`config.mk`:
```
export PLATFORM = sky130hd
export DESIGN_NAME = button_event_coalescer_flat
export DESIGN_NICKNAME = d
export VERILOG_FILES = /design/src/rtl/bec_pkg.sv /design/src/rtl/bec_in_if.sv /design/src/rtl/bec_out_if.sv /design/src/rtl/bec_front.sv /design/src/rtl/bec_back.sv /design/src/rtl/button_event_coalescer.sv /design/src/flat_wrapper.sv
export SDC_FILE = /design/constraint.sdc
export NUM_CORES = 1
export LEC_CHECK = 0
export BUFFER_PORTS_ARGS = -buffer_cell sky130_fd_sc_hd__buf_4
export CORE_MARGIN = 3
export CORE_UTILIZATION = 41
export CTS_BUF_LIST = sky130_fd_sc_hd__clkbuf_4
export DETAILED_ROUTE_END_ITERATION = 16
export SYNTH_ARGS = -nofsm -noshare
export SYNTH_HDL_FRONTEND = slang
export SYNTH_SLANG_ARGS = --single-unit
```
`constraint.sdc`:
```
create_clock -name clk -period 3.28 [get_ports clk]
set_clock_uncertainty 0.15 [all_clocks]
set_input_delay 0.656 -clock clk [delete_from_list [all_inputs] [get_ports clk]]
set_output_delay 0.656 -clock clk [all_outputs]
set_load 0.02 [all_outputs]
```
`src/rtl/bec_pkg.sv`:
```
// Shared constants, types and codes of the button event coalescer.
package bec_pkg;

    localparam int QUEUE_DEPTH = 8;
    localparam int NUM_BUTTONS = 6;
    localparam int BTN_W = 3;
    localparam int NUM_WALK = (NUM_BUTTONS < 8) ? NUM_BUTTONS : 8;
    localparam int CNT_W = $clog2(QUEUE_DEPTH + 1);
    localparam int IDX_W = (QUEUE_DEPTH > 1) ? $clog2(QUEUE_DEPTH) : 1;
    localparam logic [BTN_W-1:0] LAST_BTN = BTN_W'(NUM_WALK - 1);

    typedef enum logic {
        OP_EDGE  = 1'b0,
        OP_FLUSH = 1'b1
    } op_kind_t;

    typedef enum logic [1:0] {
        ACT_PRESS   = 2'd0,
        ACT_RELEASE = 2'd1,
        ACT_TAP     = 2'd2,
        ACT_HELD    = 2'd3
    } act_t;

    typedef enum logic [1:0] {
        ST_IDLE,
        ST_WALK,
        ST_EMIT,
        ST_DONE
    } state_t;

    typedef struct packed {
        logic [BTN_W-1:0] btn;
        logic             prs;
    } raw_edge_t;

    typedef struct packed {
        op_kind_t  kind;
        raw_edge_t raw;
    } op_t;

endpackage

```
`src/rtl/bec_in_if.sv`:
```
// Channel that carries raw edge and flush words into the coalescer.
interface bec_in_if;
    import bec_pkg::*;

    logic             valid;
    logic             ready;
    logic             command;
    logic [BTN_W-1:0] button_index;
    logic             pressed;

    modport source (output valid, command, button_index, pressed, input ready);
    modport sink (input valid, command, button_index, pressed, output ready);
endinterface

```
`src/rtl/bec_out_if.sv`:
```
// Channel that carries coalesced event words out of the coalescer.
interface bec_out_if;
    import bec_pkg::*;

    logic             valid;
    logic             ready;
    logic [BTN_W-1:0] event_button;
    logic [1:0]       action;
    logic             has_event;
    logic             last;
    logic             overflowed;

    modport source (output valid, event_button, action, has_event, last, overflowed,
                    input ready);
    modport sink (input valid, event_button, action, has_event, last, overflowed,
                  output ready);
endinterface

```
`src/rtl/bec_front.sv`:
```
// Front end: accepts input words, classifies them and buffers them in a two-entry queue.
module bec_front
    import bec_pkg::*;
(
    input  logic    clk,
    input  logic    rst_n,
    bec_in_if.sink  items,
    output logic    op_valid,
    input  logic    op_ready,
    output op_t     op
);

    op_t        buf_mem [2];
    logic       wr_ptr_reg, wr_ptr_next;
    logic       rd_ptr_reg, rd_ptr_next;
    logic [1:0] fill_reg, fill_next;
    logic       push, pop;
    op_t        op_in;

    always_comb
    begin
        op_in.kind    = op_kind_t'(items.command);
        op_in.raw.btn = items.button_index;
        op_in.raw.prs = items.pressed;
    end

    assign items.ready = (fill_reg != 2'd2);
    assign op_valid    = (fill_reg != 2'd0);
    assign op          = buf_mem[rd_ptr_reg];
    assign push        = items.valid && items.ready;
    assign pop         = op_valid && op_ready;

    always_comb
    begin
        wr_ptr_next = push ? ~wr_ptr_reg : wr_ptr_reg;
        rd_ptr_next = pop ? ~rd_ptr_reg : rd_ptr_reg;
        fill_next   = fill_reg + 2'(push) - 2'(pop);
    end

    always_ff @(posedge clk)
    begin
        if (push)
        begin
            buf_mem[wr_ptr_reg] <= op_in;
        end
    end

    always_ff @(posedge clk or negedge rst_n)
    begin
        if (!rst_n)
        begin
            wr_ptr_reg <= 1'b0;
            rd_ptr_reg <= 1'b0;
            fill_reg   <= 2'd0;
        end
        else
        begin
            wr_ptr_reg <= wr_ptr_next;
            rd_ptr_reg <= rd_ptr_next;
            fill_reg   <= fill_next;
        end
    end

endmodule

```
`src/rtl/bec_back.sv`:
```
// Back end: holds the edge queue and button levels and walks the queue on a flush.
module bec_back
    import bec_pkg::*;
(
    input  logic      clk,
    input  logic      rst_n,
    input  logic      op_valid,
    output logic      op_ready,
    input  op_t       op,
    bec_out_if.source results
);

    raw_edge_t queue_mem [QUEUE_DEPTH];
    act_t      stack_mem [QUEUE_DEPTH];

    state_t            state_reg, state_next;
    logic [CNT_W-1:0]  count_reg, count_next;
    logic              dropped_reg, dropped_next;
    logic [NUM_WALK-1:0] levels_reg, levels_next;
    logic [BTN_W-1:0]  btn_reg, btn_next;
    logic [CNT_W-1:0]  idx_reg, idx_next;
    logic [CNT_W-1:0]  depth_reg, depth_next;
    logic [CNT_W-1:0]  pos_reg, pos_next;
    logic              seen_reg, seen_next;
    logic              lastp_reg, lastp_next;
    logic              pend_valid_reg, pend_valid_next;
    logic [BTN_W-1:0]  pend_btn_reg, pend_btn_next;
    act_t              pend_act_reg, pend_act_next;
    logic              out_valid_reg, out_valid_next;
    logic [BTN_W-1:0]  out_btn_reg, out_btn_next;
    act_t              out_act_reg, out_act_next;
    logic              out_has_reg, out_has_next;
    logic              out_last_reg, out_last_next;
    logic              out_ovf_reg, out_ovf_next;

    logic              q_we;
    logic              stk_we;
    logic [IDX_W-1:0]  stk_waddr;
    act_t              stk_wdata;
    logic [IDX_W-1:0]  stk_raddr;
    act_t              top;
    raw_edge_t         cur;
    logic [CNT_W-1:0]  depth_m1;
    logic              out_free;
    logic              level_now;

    assign results.valid        = out_valid_reg;
    assign results.event_button = out_btn_reg;
    assign results.action       = out_act_reg;
    assign results.has_event    = out_has_reg;
    assign results.last         = out_last_reg;
    assign results.overflowed   = out_ovf_reg;

    assign op_ready  = (state_reg == ST_IDLE);
    assign depth_m1  = depth_reg - CNT_W'(1);
    assign cur       = queue_mem[idx_reg[IDX_W-1:0]];
    assign stk_raddr = (state_reg == ST_EMIT) ? pos_reg[IDX_W-1:0] : depth_m1[IDX_W-1:0];
    assign top       = stack_mem[stk_raddr];
    assign out_free  = !out_valid_reg || results.ready;
    assign level_now = seen_reg ? lastp_reg : levels_reg[btn_reg];

    always_comb
    begin
        state_next      = state_reg;
        count_next      = count_reg;
        dropped_next    = dropped_reg;
        levels_next     = levels_reg;
        btn_next        = btn_reg;
        idx_next        = idx_reg;
        depth_next      = depth_reg;
        pos_next        = pos_reg;
        seen_next       = seen_reg;
        lastp_next      = lastp_reg;
        pend_valid_next = pend_valid_reg;
        pend_btn_next   = pend_btn_reg;
        pend_act_next   = pend_act_reg;
        out_valid_next  = out_valid_reg && !results.ready;
        out_btn_next    = out_btn_reg;
        out_act_next    = out_act_reg;
        out_has_next    = out_has_reg;
        out_last_next   = out_last_reg;
        out_ovf_next    = out_ovf_reg;
        q_we            = 1'b0;
        stk_we          = 1'b0;
        stk_waddr       = depth_reg[IDX_W-1:0];
        stk_wdata       = ACT_PRESS;

        unique case (state_reg)
            ST_IDLE:
            begin
                if (op_valid)
                begin
                    if (op.kind == OP_FLUSH)
                    begin
                        state_next      = ST_WALK;
                        btn_next        = '0;
                        idx_next        = '0;
                        depth_next      = '0;
                        seen_next       = 1'b0;
                        pend_valid_next = 1'b0;
                    end
                    else if (count_reg < CNT_W'(QUEUE_DEPTH))
                    begin
                        q_we       = 1'b1;
                        count_next = count_reg + CNT_W'(1);
                    end
                    else
                    begin
                        dropped_next = 1'b1;
                    end
                end
            end

            ST_WALK:
            begin
                if (idx_reg != count_reg)
                begin
                    idx_next = idx_reg + CNT_W'(1);
                    if (cur.btn == btn_reg)
                    begin
                        seen_next  = 1'b1;
                        lastp_next = cur.prs;
                        if (depth_reg == '0)
                        begin
                            stk_we     = 1'b1;
                            stk_waddr  = '0;
                            stk_wdata  = cur.prs ? ACT_PRESS : ACT_RELEASE;
                            depth_next = CNT_W'(1);
                        end
                        else if (cur.prs)
                        begin
                            if (top == ACT_RELEASE)
                            begin
                                depth_next = depth_m1;
                            end
                            else
                            begin
                                stk_we     = 1'b1;
                                stk_wdata  = ACT_PRESS;
                                depth_next = depth_reg + CNT_W'(1);
                            end
                        end
                        else
                        begin
                            if (top == ACT_PRESS)
                            begin
                                stk_we    = 1'b1;
                                stk_waddr = depth_m1[IDX_W-1:0];
                                stk_wdata = ACT_TAP;
                            end
                            else
                            begin
                                stk_we     = 1'b1;
                                stk_wdata  = ACT_RELEASE;
                                depth_next = depth_reg + CNT_W'(1);
                            end
                        end
                    end
                end
                else
                begin
                    levels_next[btn_reg] = level_now;
                    pos_next             = '0;
                    if (depth_reg != '0)
                    begin
                        state_next = ST_EMIT;
                    end
                    else if (level_now)
                    begin
                        stk_we     = 1'b1;
                        stk_waddr  = '0;
                        stk_wdata  = ACT_HELD;
                        depth_next = CNT_W'(1);
                        state_next = ST_EMIT;
                    end
                    else if (btn_reg == LAST_BTN)
                    begin
                        state_next = ST_DONE;
                    end
                    else
                    begin
                        btn_next   = btn_reg + BTN_W'(1);
                        idx_next   = '0;
                        depth_next = '0;
                        seen_next  = 1'b0;
                    end
                end
            end

            ST_EMIT:
            begin
                if (!pend_valid_reg || out_free)
                begin
                    if (pend_valid_reg)
                    begin
                        out_valid_next = 1'b1;
                        out_btn_next   = pend_btn_reg;
                        out_act_next   = pend_act_reg;
                        out_has_next   = 1'b1;
                        out_last_next  = 1'b0;
                        out_ovf_next   = dropped_reg;
                    end
                    pend_valid_next = 1'b1;
                    pend_btn_next   = btn_reg;
                    pend_act_next   = top;
                    pos_next        = pos_reg + CNT_W'(1);
                    if (pos_reg == depth_m1)
                    begin
                        if (btn_reg == LAST_BTN)
                        begin
                            state_next = ST_DONE;
                        end
                        else
                        begin
                            state_next = ST_WALK;
                            btn_next   = btn_reg + BTN_W'(1);
                            idx_next   = '0;
                            depth_next = '0;
                            seen_next  = 1'b0;
                        end
                    end
                end
            end

            ST_DONE:
            begin
                if (out_free)
                begin
                    out_valid_next  = 1'b1;
                    out_btn_next    = pend_valid_reg ? pend_btn_reg : '0;
                    out_act_next    = pend_valid_reg ? pend_act_reg : ACT_PRESS;
                    out_has_next    = pend_valid_reg;
                    out_last_next   = 1'b1;
                    out_ovf_next    = dropped_reg;
                    pend_valid_next = 1'b0;
                    count_next      = '0;
                    dropped_next    = 1'b0;
                    state_next      = ST_IDLE;
                end
            end

            default:
            begin
                state_next = ST_IDLE;
            end
        endcase
    end

    always_ff @(posedge clk)
    begin
        if (q_we)
        begin
            queue_mem[count_reg[IDX_W-1:0]] <= op.raw;
        end
        if (stk_we)
        begin
            stack_mem[stk_waddr] <= stk_wdata;
        end
    end

    always_ff @(posedge clk)
    begin
        btn_reg      <= btn_next;
        idx_reg      <= idx_next;
        depth_reg    <= depth_next;
        pos_reg      <= pos_next;
        seen_reg     <= seen_next;
        lastp_reg    <= lastp_next;
        pend_btn_reg <= pend_btn_next;
        pend_act_reg <= pend_act_next;
        out_btn_reg  <= out_btn_next;
        out_act_reg  <= out_act_next;
        out_has_reg  <= out_has_next;
        out_last_reg <= out_last_next;
        out_ovf_reg  <= out_ovf_next;
    end

    always_ff @(posedge clk or negedge rst_n)
    begin
        if (!rst_n)
        begin
            state_reg      <= ST_IDLE;
            count_reg      <= '0;
            dropped_reg    <= 1'b0;
            levels_reg     <= '0;
            pend_valid_reg <= 1'b0;
            out_valid_reg  <= 1'b0;
        end
        else
        begin
            state_reg      <= state_next;
            count_reg      <= count_next;
            dropped_reg    <= dropped_next;
            levels_reg     <= levels_next;
            pend_valid_reg <= pend_valid_next;
            out_valid_reg  <= out_valid_next;
        end
    end

endmodule

```
`src/rtl/button_event_coalescer.sv`:
```
// Top level of the button event coalescer: front end, command queue and back end.
//
//   channel   direction  word
//   items     in         command, button_index, pressed
//   results   out        event_button, action, has_event, last, overflowed
//
// The back end takes a raw edge word while idle; a two-entry queue in the front
// end takes further words while the back end is busy with a flush.
// A flush is taken while the back end is idle; it then walks the queued edges once
// per button, emits each event and closes with a last word.
// Reset clears the queue count, the button levels, the drop flag and all valid flags.
// A stalled result holds an emitting back end; the front end takes up to two words.
module button_event_coalescer
    import bec_pkg::*;
(
    input  logic       clk,
    input  logic       rst_n,
    bec_in_if.sink     items,
    bec_out_if.source  results
);

    logic op_valid;
    logic op_ready;
    op_t  op;

    bec_front u_front
    (
        .clk      (clk),
        .rst_n    (rst_n),
        .items    (items),
        .op_valid (op_valid),
        .op_ready (op_ready),
        .op       (op)
    );

    bec_back u_back
    (
        .clk      (clk),
        .rst_n    (rst_n),
        .op_valid (op_valid),
        .op_ready (op_ready),
        .op       (op),
        .results  (results)
    );

endmodule

```
`src/flat_wrapper.sv`:
```
// flat-port wrapper written by rule: the top's interface ports become plain ports
module button_event_coalescer_flat import bec_pkg::*;
  (clk, rst_n, items_valid, items_command, items_button_index, items_pressed, items_ready, results_valid, results_event_button, results_action, results_has_event, results_last, results_overflowed, results_ready);
  bec_in_if items_i ();
  bec_out_if results_i ();
  input  logic clk;
  input  logic rst_n;
  input wire logic [$bits(items_i.valid)-1:0] items_valid;
  input wire logic [$bits(items_i.command)-1:0] items_command;
  input wire logic [$bits(items_i.button_index)-1:0] items_button_index;
  input wire logic [$bits(items_i.pressed)-1:0] items_pressed;
  output wire logic [$bits(items_i.ready)-1:0] items_ready;
  output wire logic [$bits(results_i.valid)-1:0] results_valid;
  output wire logic [$bits(results_i.event_button)-1:0] results_event_button;
  output wire logic [$bits(results_i.action)-1:0] results_action;
  output wire logic [$bits(results_i.has_event)-1:0] results_has_event;
  output wire logic [$bits(results_i.last)-1:0] results_last;
  output wire logic [$bits(results_i.overflowed)-1:0] results_overflowed;
  input wire logic [$bits(results_i.ready)-1:0] results_ready;
  assign items_i.valid = items_valid;
  assign items_i.command = items_command;
  assign items_i.button_index = items_button_index;
  assign items_i.pressed = items_pressed;
  assign items_ready = items_i.ready;
  assign results_valid = results_i.valid;
  assign results_event_button = results_i.event_button;
  assign results_action = results_i.action;
  assign results_has_event = results_i.has_event;
  assign results_last = results_i.last;
  assign results_overflowed = results_i.overflowed;
  assign results_i.ready = results_ready;
  button_event_coalescer u_core (.clk(clk), .rst_n(rst_n), .items(items_i), .results(results_i));
endmodule
```
==> metrics.csv, run 1 <==
metric;value;unit
fin_crit;3.14;ns
synth_nets;486;
final_hold_viol_count;0;
worstPathRequired;3.37;ns
dieArea;15500;um2
largest_register_ffs;32;
layout-drive-gt1-share;0.262;
clock_latency;0.50;ns
fin_area;6550;um2
globalplace.congestion;0.921;
cts_setup_buffers;0;
fin_crit_sh;0.958;
vias_per_cell;5.62;
grt_pass1_wl;19900;um
worstPathArrival;3.23;ns
dpl-instance-area;6290;um2
vias;3882;
finalSetupViolCount;0;
final_common_cell;edfxtp_1;
stdcell_count;691;
cp_slowest_stage_delay;0.60;ns
die_y;124;um
critPathCaptureType;flip-flop;
crit_top_cell;buf_4;
io-pin-count;19;
syn_inst;462;
multi_input_area;2470;um2
final_nets;534;
place_hpwl;8930;um
rrSetupSlack;0.14;ns
grt_max_degree;21;
drt.antenna.violating_nets;0;
synthArstFlopShare;0.173;
min_path_type;in -> reg;
synth_ff_type;edfxtp_1;
synth_enable_flop_cells;88;
floorplan.initialDensity;0.426;
die-width;124;um
clk_path_buf_depth;2;
post-route-drc-count;0;
yosysUniqueCellTypes;72;
register_area;3180;um2
slew_violations;0;
clk_pin_slew;0.18;ns
maxCapViolCount;0;
dp_slack;-0.0130;ns
fin_util;0.485;
post_drt_wl_per_cell;17.5;um
cts_buffers;9;
grt_overflow;0;
cts_sinks;110;
yosysSeqAreaShare;0.553;
synth_top_cell_by_area;edfxtp_1;
slowest_stage;or4b_2;
io_buffers;18;
highest_layer;met4;
crit_fanout;8;
synth.area.top_cells;edfxtp_1, dfrtp_1, mux4_2;
power_density;960;nW/um2
worst_pin_slew;0.575;ns
antenna_cells;0;
cellLeakagePower;2.46;nW
rsz0062_at_grt;false;
core;13500;um2
fill_cells;1194;
synth_top_cell_area_share;0.459;
syn_area_per_cell;12.4;um2
htreeDepth;3;
syn-cell-area;5750;um2
mostFrequentLayoutCells;edfxtp_1, buf_4, nor2_1, nand2_1;
first_global_vias;3810;
clockRootBuffer;clkbuf_4;
wl_met2;5700;um
wl_met1;5630;um
synth-seq-cells;110;
startpoint_type;flip-flop;
path_class;reg -> reg;
status;finished clean;
peakVddDrop;0.382;mV
fmax;318;MHz
placed_cells;674;
crit_chain;inv_1 > ha_4 > xnor2_4 > buf_4 > or4b_2 > a31oi_1 > o41ai_2 > buf_4 > mux2i_1 > and3_1 > o31a_1;
antenna_found_initial;0;
met3WireLength;399;um
dr.pass1.iters;5;
syn_to_final_growth;13.9;%
setup_ws;0.138;ns
grt.total_usage;0.160;
yosysWarnings;0;
rows;42;
drtIter0Drc;378;
cts_tree;yes;
wl;12100;um
slew_headroom;0.605;
cell usage after synthesis (all sizes together), types with 6 or more instances:
cell,count
a21oi,20
a31oi,12
and2,11
and3,8
buf,8
clkbuf,12
dfrtp,19
edfxtp,88
ha,15
inv,22
mux2,21
mux2i,14
mux4,11
nand2,24
nand2b,8
nand3,6
nor2,33
nor2b,8
nor3,18
o21ai,10
xnor2,16
timing repair:
action                                  in CTS  in global routing
pin swaps                                    0                  1
hold endpoints to repair                    19                  0
hold buffers                                 1                  0
endpoints found under the setup margin       6                 22
resized for setup                            1                 16
layer usage:
layer	GRT usage	vias up
met3	0.0279	29
met2	0.253	100
li1	-	1840
met5	0	-
met4	0.0729	0
met1	0.217	1913
cell families (layout without fill, tap and decap cells):
logic type / Yosys count / count (layout) / share of synthesized area
xor+xnor: 21 / 21 / 0.0352
compound gates: 80 / 80 / 0.0968
buf+inv: 43 / 96 / 0.0322
mux: 46 / 46 / 0.109
flops: 110 / 110 / 0.553
simple gates: 147 / 147 / 0.142
fa+ha+maj: 15 / 15 / 0.0326
worst max-delay path, delay by kind of cell, from the launching register on:
| family | cells | cell delay [ns] |
|---|---|---|
| AND/OR/NAND/NOR | 2 | 0.81 |
| AO/OA/AOI/OAI | 3 | 0.61 |
| buffers and inverters | 3 | 0.51 |
| flip-flops | 1 | 0.43 |
| adder cells (fa/ha/maj) | 1 | 0.20 |
| multiplexers | 1 | 0.14 |
| XOR/XNOR | 1 | 0.07 |
report_power, final:
part	switching, mW	internal (mW)	total [mW]
sequential	0.283	2.00	2.29
combinational	1.80	1.45	3.25
clock	0.487	0.266	0.754
cell type report:
class,instances,area share
Tap cell,176,0.0336
Clock inverter,6,0.0136
Clock buffer,10,0.0115
Inverter,23,0.0132
Sequential cell,110,0.485
Timing Repair Buffer,57,0.0657
Multi-Input combinational cell,309,0.377
final timing paths:
check                                            from  cells after the start                            to
max in group asynchronous                       rst_n                      2    u_core.u_back.count_reg[0]
max reg2reg                u_core.u_back.depth_reg[0]                     11    u_core.u_back.depth_reg[3]
max                        u_core.u_back.depth_reg[0]                     11    u_core.u_back.depth_reg[3]
min in group asynchronous                       rst_n                      2    u_core.u_back.count_reg[1]
min                             items_button_index[2]                      1  u_core.u_front.buf_mem[0][3]
min reg2reg                u_core.u_front.fill_reg[1]                      1    u_core.u_front.fill_reg[1]
per-stage QoR:
stage | power (mW) | setup TNS [ns] | hold WS, ns
finish | 6.29 | 0 | 0.198
global route | 6.74 | 0 | 0.147
CTS | 6.23 | -0.161 | 0.152
detailed placement | 5.45 | -0.0260 | 0.333
global placement | 5.41 | 0 | 0.325
floorplan | 4.49 | 0 | 0.210
Note: power is estimated with default switching activity, not from simulation.
==> inputs of run 2 (changes only) <==
ABC_AREA = 1   (was not set)
HOLD_SLACK_MARGIN = 0.06   (was not set)
==> run 2 against run 1 <==
  * Final area fell by 4.4%
  * Cell count rose by 18%
  * Critical path type unchanged
  * First-iteration DRC count fell by 3.2%
  * Global-route usage barely moved
  * Sequential cell count did not move
  * Critical path depth rose by 3
  * Routed wire length rose by 0.20%
  * Critical endpoint is now u_core.u_back.stack_mem[2][1]
  * Combinational power fell by 5%
  * Maximum frequency rose by 6.3%
  * Die area rose by 0.25%
==> metrics.csv, run 2 <==
metric;value;unit
status;finished clean;
fin_area;6260;um2
drtIter0Drc;366;
syn-cell-area;5770;um2
clock_latency;0.52;ns
maxCapViolCount;0;
yosysUniqueCellTypes;43;
yosysSeqAreaShare;0.551;
wl;12100;um
core;13500;um2
cp_slowest_stage_delay;0.45;ns
post_drt_wl_per_cell;14.8;um
fin_crit_sh;0.902;
use_met1;0.232;
io_buffers;18;
register_area;3180;um2
grt.total_usage;0.161;
grt-busiest-layer;met2;
rows;42;
dr.pass1.iters;7;
fin_crit;2.96;ns
syn_area_per_cell;9.45;um2
peakVddDrop;0.367;mV
cellLeakagePower;2.59;nW
globalplace.congestion;0.893;
hold_path_end;u_core.u_front.buf_mem[0][4];
rsz0062_at_grt;false;
synth_top_cell_area_share;0.458;
rr_endpoint;u_core.u_back.stack_mem[2][1];
synth_commonest_cells;nand2_1, edfxtp_1, inv_1;
die-width;125;um
synth_nets;634;
htreeDepth;3;
use_met2;0.240;
comb_power_share;0.499;
dp_slack;0.319;ns
rr_startpoint;u_core.u_back.state_reg[0];
grt_max_degree;23;
final_common_cell;nand2_1;
place_hpwl;9140;um
clk_path_buf_depth;2;
cts_buffers;9;
antenna_found_initial;0;
r2r_cells;14;
synth-seq-cells;110;
cts_tree;yes;
mostFrequentLayoutCells;nand2_1, edfxtp_1, inv_1, nor2_1, nand3_1;
syn_to_final_growth;8.59;%
syn_inst;610;
finalPower;6.21;mW
synthArstFlopShare;0.173;
hp-start;items_command;
finalSetupViolCount;0;
setup_ws;0.323;ns
dieArea;15500;um2
fill_cells;1263;
critPathCaptureType;flip-flop;
die_y;125;um
layout-drive-gt1-share;0.139;
stdcell_count;818;
startpoint_type;flip-flop;
largest_register_ffs;32;
synth.most_common_cell;nand2_1;
io-pin-count;19;
slew_headroom;0.497;
fin_util;0.464;
slowest_stage;dfrtp_1;
power_density;992;nW/um2
path_class;reg -> reg;
post-route-drc-count;0;
p_switching;2.95;mW
multi_input_area;2150;um2
min_path_type;in -> reg;
worstPathRequired;3.34;ns
cts_sinks;110;
dpl-instance-area;6080;um2
vias;4191;
crit_fanout;10;
worst_pin_slew;0.755;ns
p_clk_frac;0.117;
floorplan.initialDensity;0.427;
synth_enable_flop_cells;88;
seqPwrFrac;0.385;
worstPathArrival;3.02;ns
rrSetupSlack;0.32;ns
antenna_cells;0;
tns;0;ns
drt.antenna.violating_nets;0;
grt_pass1_wl;20000;um
min_path_cells;1;
vias_per_cell;5.12;
fmax;338;MHz
cp_top_family;simple AND/OR/NAND/NOR gates;
path_buf_inv;1;
p_int;3.26;mW
synth_ff_type;edfxtp_1;
crit_chain;inv_1 > ha_1 > nand2_4 > nand2_4 > nand2_1 > nand3_1 > nand3_1 > nand2_2 > nand3_2 > nand2_1 > nand3_1 > a21oi_1 > nand2_1 > nor2_1;
synth.area.top_cells;edfxtp_1, dfrtp_1, nand2_1;
final_nets;661;
placed_cells;799;
synth_top_cell_by_area;edfxtp_1;
first_global_vias;3995;
holdWs;0.149;ns
grt_overflow;0;
final_hold_viol_count;0;
switching_share;0.475;
slew_violations;0;
clk_pin_slew;0.20;ns
clockRootBuffer;clkbuf_4;
use_met3;0.0386;
yosysWarnings;0;
-- run 2: cell types whose count changed in the layout (fill, tap and decap cells not counted), moves of 12 or more --
| cell | delta |
|---|---|
| buf_4 | -31 |
| inv_1 | +61 |
| mux2_2 | -20 |
| mux2i_1 | -12 |
| nand2_1 | +101 |
| nand2_2 | +12 |
| nand3_1 | +43 |
| nor2_1 | +26 |
| o21ai_0 | +18 |
-- run 2: cell type report --
class,instances,share of cell area
sequential,110,0.507
multi-input combinational,397,0.344
inverter,93,0.0573
tap,176,0.0352
timing repair buffer,26,0.0316
clock inverter,7,0.0140
clock buffer,9,0.0108
-- run 2: how the worst max path moves through the flow --
stage	end	cells after the start	startpoint	slack, ns
2_1_floorplan	u_core.u_back.stack_mem[3][0]	16	u_core.u_back.depth_reg[0]	0.69
3_5_place_dp	u_core.u_back.stack_mem[2][0]	13	u_core.u_back.depth_reg[1]	0.32
3_3_place_gp	u_core.u_back.stack_mem[2][1]	13	u_core.u_back.depth_reg[1]	0.37
6_report	u_core.u_back.stack_mem[2][1]	14	u_core.u_back.state_reg[0]	0.32
4_1_cts	u_core.u_back.stack_mem[2][1]	13	u_core.u_back.depth_reg[1]	0.29
5_1_grt	u_core.u_back.stack_mem[2][1]	14	u_core.u_back.state_reg[0]	0.02
-- run 2: power groups by stage --
stage / clock network (mW) / registers [mW] / logic [mW]
3_3_place_gp: 0 / 2.42 / 3.02
2_1_floorplan: 0 / 2.30 / 2.40
3_5_place_dp: 0 / 2.43 / 3.06
5_1_grt: 0.803 / 2.44 / 3.51
6_report: 0.724 / 2.39 / 3.10
4_1_cts: 0.742 / 2.40 / 3.08
-- run 2: routing by layer --
layer	share of wire	wire length, um	vias up
met1	0.49	5950	1982
li1	-	-	2085
met5	0	0	-
met4	0.013	157	0
met2	0.44	5330	113
met3	0.055	660	11
-- run 2: cell families (layout without fill, tap and decap cells) --
logic type | after synthesis | after routing | synth area share
buf+inv | 103 | 135 | 0.0762
flops | 110 | 110 | 0.551
mux | 1 | 1 | 0.00174
fa+ha+maj | 15 | 15 | 0.0325
compound gates | 78 | 78 | 0.0803
xor+xnor | 18 | 18 | 0.0273
simple gates | 285 | 285 | 0.231
-- run 2: what timing repair did --
action	CTS	global route
endpoints found under the setup margin	0	2
hold buffers	1	0
hold endpoints to repair	19	0
buffers inserted	0	2
resized for setup	0	1
==> inputs of run 3 (changes only) <==
CTS_BUF_LIST = not set   (was sky130_fd_sc_hd__clkbuf_4)
==> run 3 against run 2 <==
  * Sequential power about the same
  * Highest routed layer unchanged
  * Clock power up 55%
  * Count of clock-buffer cells in the layout unchanged
  * Die area unchanged
  * Worst setup slack worse by 0.0077 ns
  * Routed wire length down 0.50%
  * Non-clock buffer count down 2
  * Worst hold slack better by 0.17 ns
  * Sequential cell count unchanged
  * Largest power group unchanged
==> metrics.csv, run 3 (synthesis results as in run 2) <==
metric;value;unit
final_nets;659;
status;finished clean;
antenna_cells;0;
min_path_type;in -> reg;
drtIter0Drc;418;
path_buf_inv;2;
crit_top_cell;nand3_1;
power_density;1030;nW/um2
slowest_stage;edfxtp_1;
die-width;125;um
grt_pass1_wl;20000;um
startpoint_type;flip-flop;
finalSetupViolCount;0;
wl;12000;um
dr.pass1.iters;5;
cts_sinks;110;
largest_register_ffs;32;
cellLeakagePower;2.66;nW
first_global_vias;3989;
slew_violations;0;
clock_latency;0.37;ns
fin_util;0.475;
clk_pin_slew;0.08;ns
antenna_found_initial;0;
core;13500;um2
layout-drive-gt1-share;0.136;
io-pin-count;19;
fin_crit_sh;0.904;
final_common_cell;nand2_1;
htreeDepth;3;
worst_pin_slew;0.757;ns
worstPathRequired;3.17;ns
rsz0062_at_grt;false;
crit_fanout;6;
grt_max_degree;23;
clk_path_buf_depth;2;
mostFrequentLayoutCells;nand2_1, edfxtp_1, inv_1, nor2_1, nand3_1;
vias;4170;
fmax;337;MHz
fin_crit;2.96;ns
io_buffers;18;
globalplace.congestion;0.893;
vias_per_cell;5.11;
cts_tree;yes;
cts_buffers;9;
post-route-drc-count;0;
cp_slowest_stage_delay;0.50;ns
maxCapViolCount;0;
clockRootBuffer;clkbuf_16;
grt.total_usage;0.161;
die_y;125;um
slew_headroom;0.495;
place_hpwl;9140;um
syn_to_final_growth;11.2;%
path_class;reg -> reg;
crit_chain;inv_1 > ha_1 > o21ai_4 > inv_2 > nand3_1 > nand3_1 > nand2_2 > nand3_2 > nand2_1 > nand3_1 > a21oi_1 > nand2_1 > nor2_1;
cp_top_family;simple AND/OR/NAND/NOR gates;
peakVddDrop;0.440;mV
rows;42;
cts_setup_buffers;0;
final_hold_viol_count;0;
worstPathArrival;2.86;ns
floorplan.initialDensity;0.427;
tns;0;ns
critPathCaptureType;flip-flop;
dieArea;15500;um2
grt_overflow;0;
drt.antenna.violating_nets;0;
post_drt_wl_per_cell;14.8;um
## run 3: cell types whose count changed in the layout (fill, tap and decap cells not counted), sizes merged
cell	before	now
buf	25	23
## run 3: cell type report
cell class              count  area, um2
clock inverters             7       87.6
multi-input cells         397       2160
repair buffers             24        183
fillers                  1248       7090
well taps                 176        220
clock buffers               9        225
flip-flops and latches    110       3180
inverters                  93        359
## run 3: through the flow
step                hold slack, ns  worst slack (ns)  power, mW  area, um2  cells
floorplan                    0.210             0.690       4.70       5770    610
global placement             0.287             0.374       5.44       6080    799
detailed placement           0.305             0.319       5.49       6080    799
CTS                          0.305             0.308       6.63       6400    816
global route                 0.303            0.0276       7.17       6410    816
finish                       0.319             0.315       6.61       6410    816
## run 3: per-layer routing
layer | wire [um] | track usage
met5 | 0 | 0
met4 | 172 | 0.0496
met3 | 587 | 0.0412
met1 | 5930 | 0.231
met2 | 5360 | 0.240
## run 3: timing repair
action / in CTS / in global routing
gates resized for setup: 0 / 2
hold endpoints to repair: 19 / 0
endpoints found under the setup margin: 0 / 2
hold buffers: 1 / 0
## run 3: where the power goes
part	total (mW)	internal [mW]	switching, mW
Sequential	2.40	2.06	0.338
Combinational	3.09	1.01	2.08
Clock	1.12	0.549	0.568
Total	6.61	3.62	2.98
## run 3: worst paths after layout
kind,from,depth (start not counted),slack (ns),to
min,items_command,1,0.32,u_core.u_front.buf_mem[0][4]
min in group asynchronous,rst_n,2,0.54,u_core.u_front.fill_reg[0]
max,u_core.u_back.depth_reg[1],13,0.32,u_core.u_back.stack_mem[2][1]
min reg2reg,u_core.u_back.dropped_reg,0,0.32,u_core.u_back.results.overflowed
max reg2reg,u_core.u_back.depth_reg[1],13,0.32,u_core.u_back.stack_mem[2][1]
max in group asynchronous,rst_n,2,2.20,u_core.u_back.results.valid
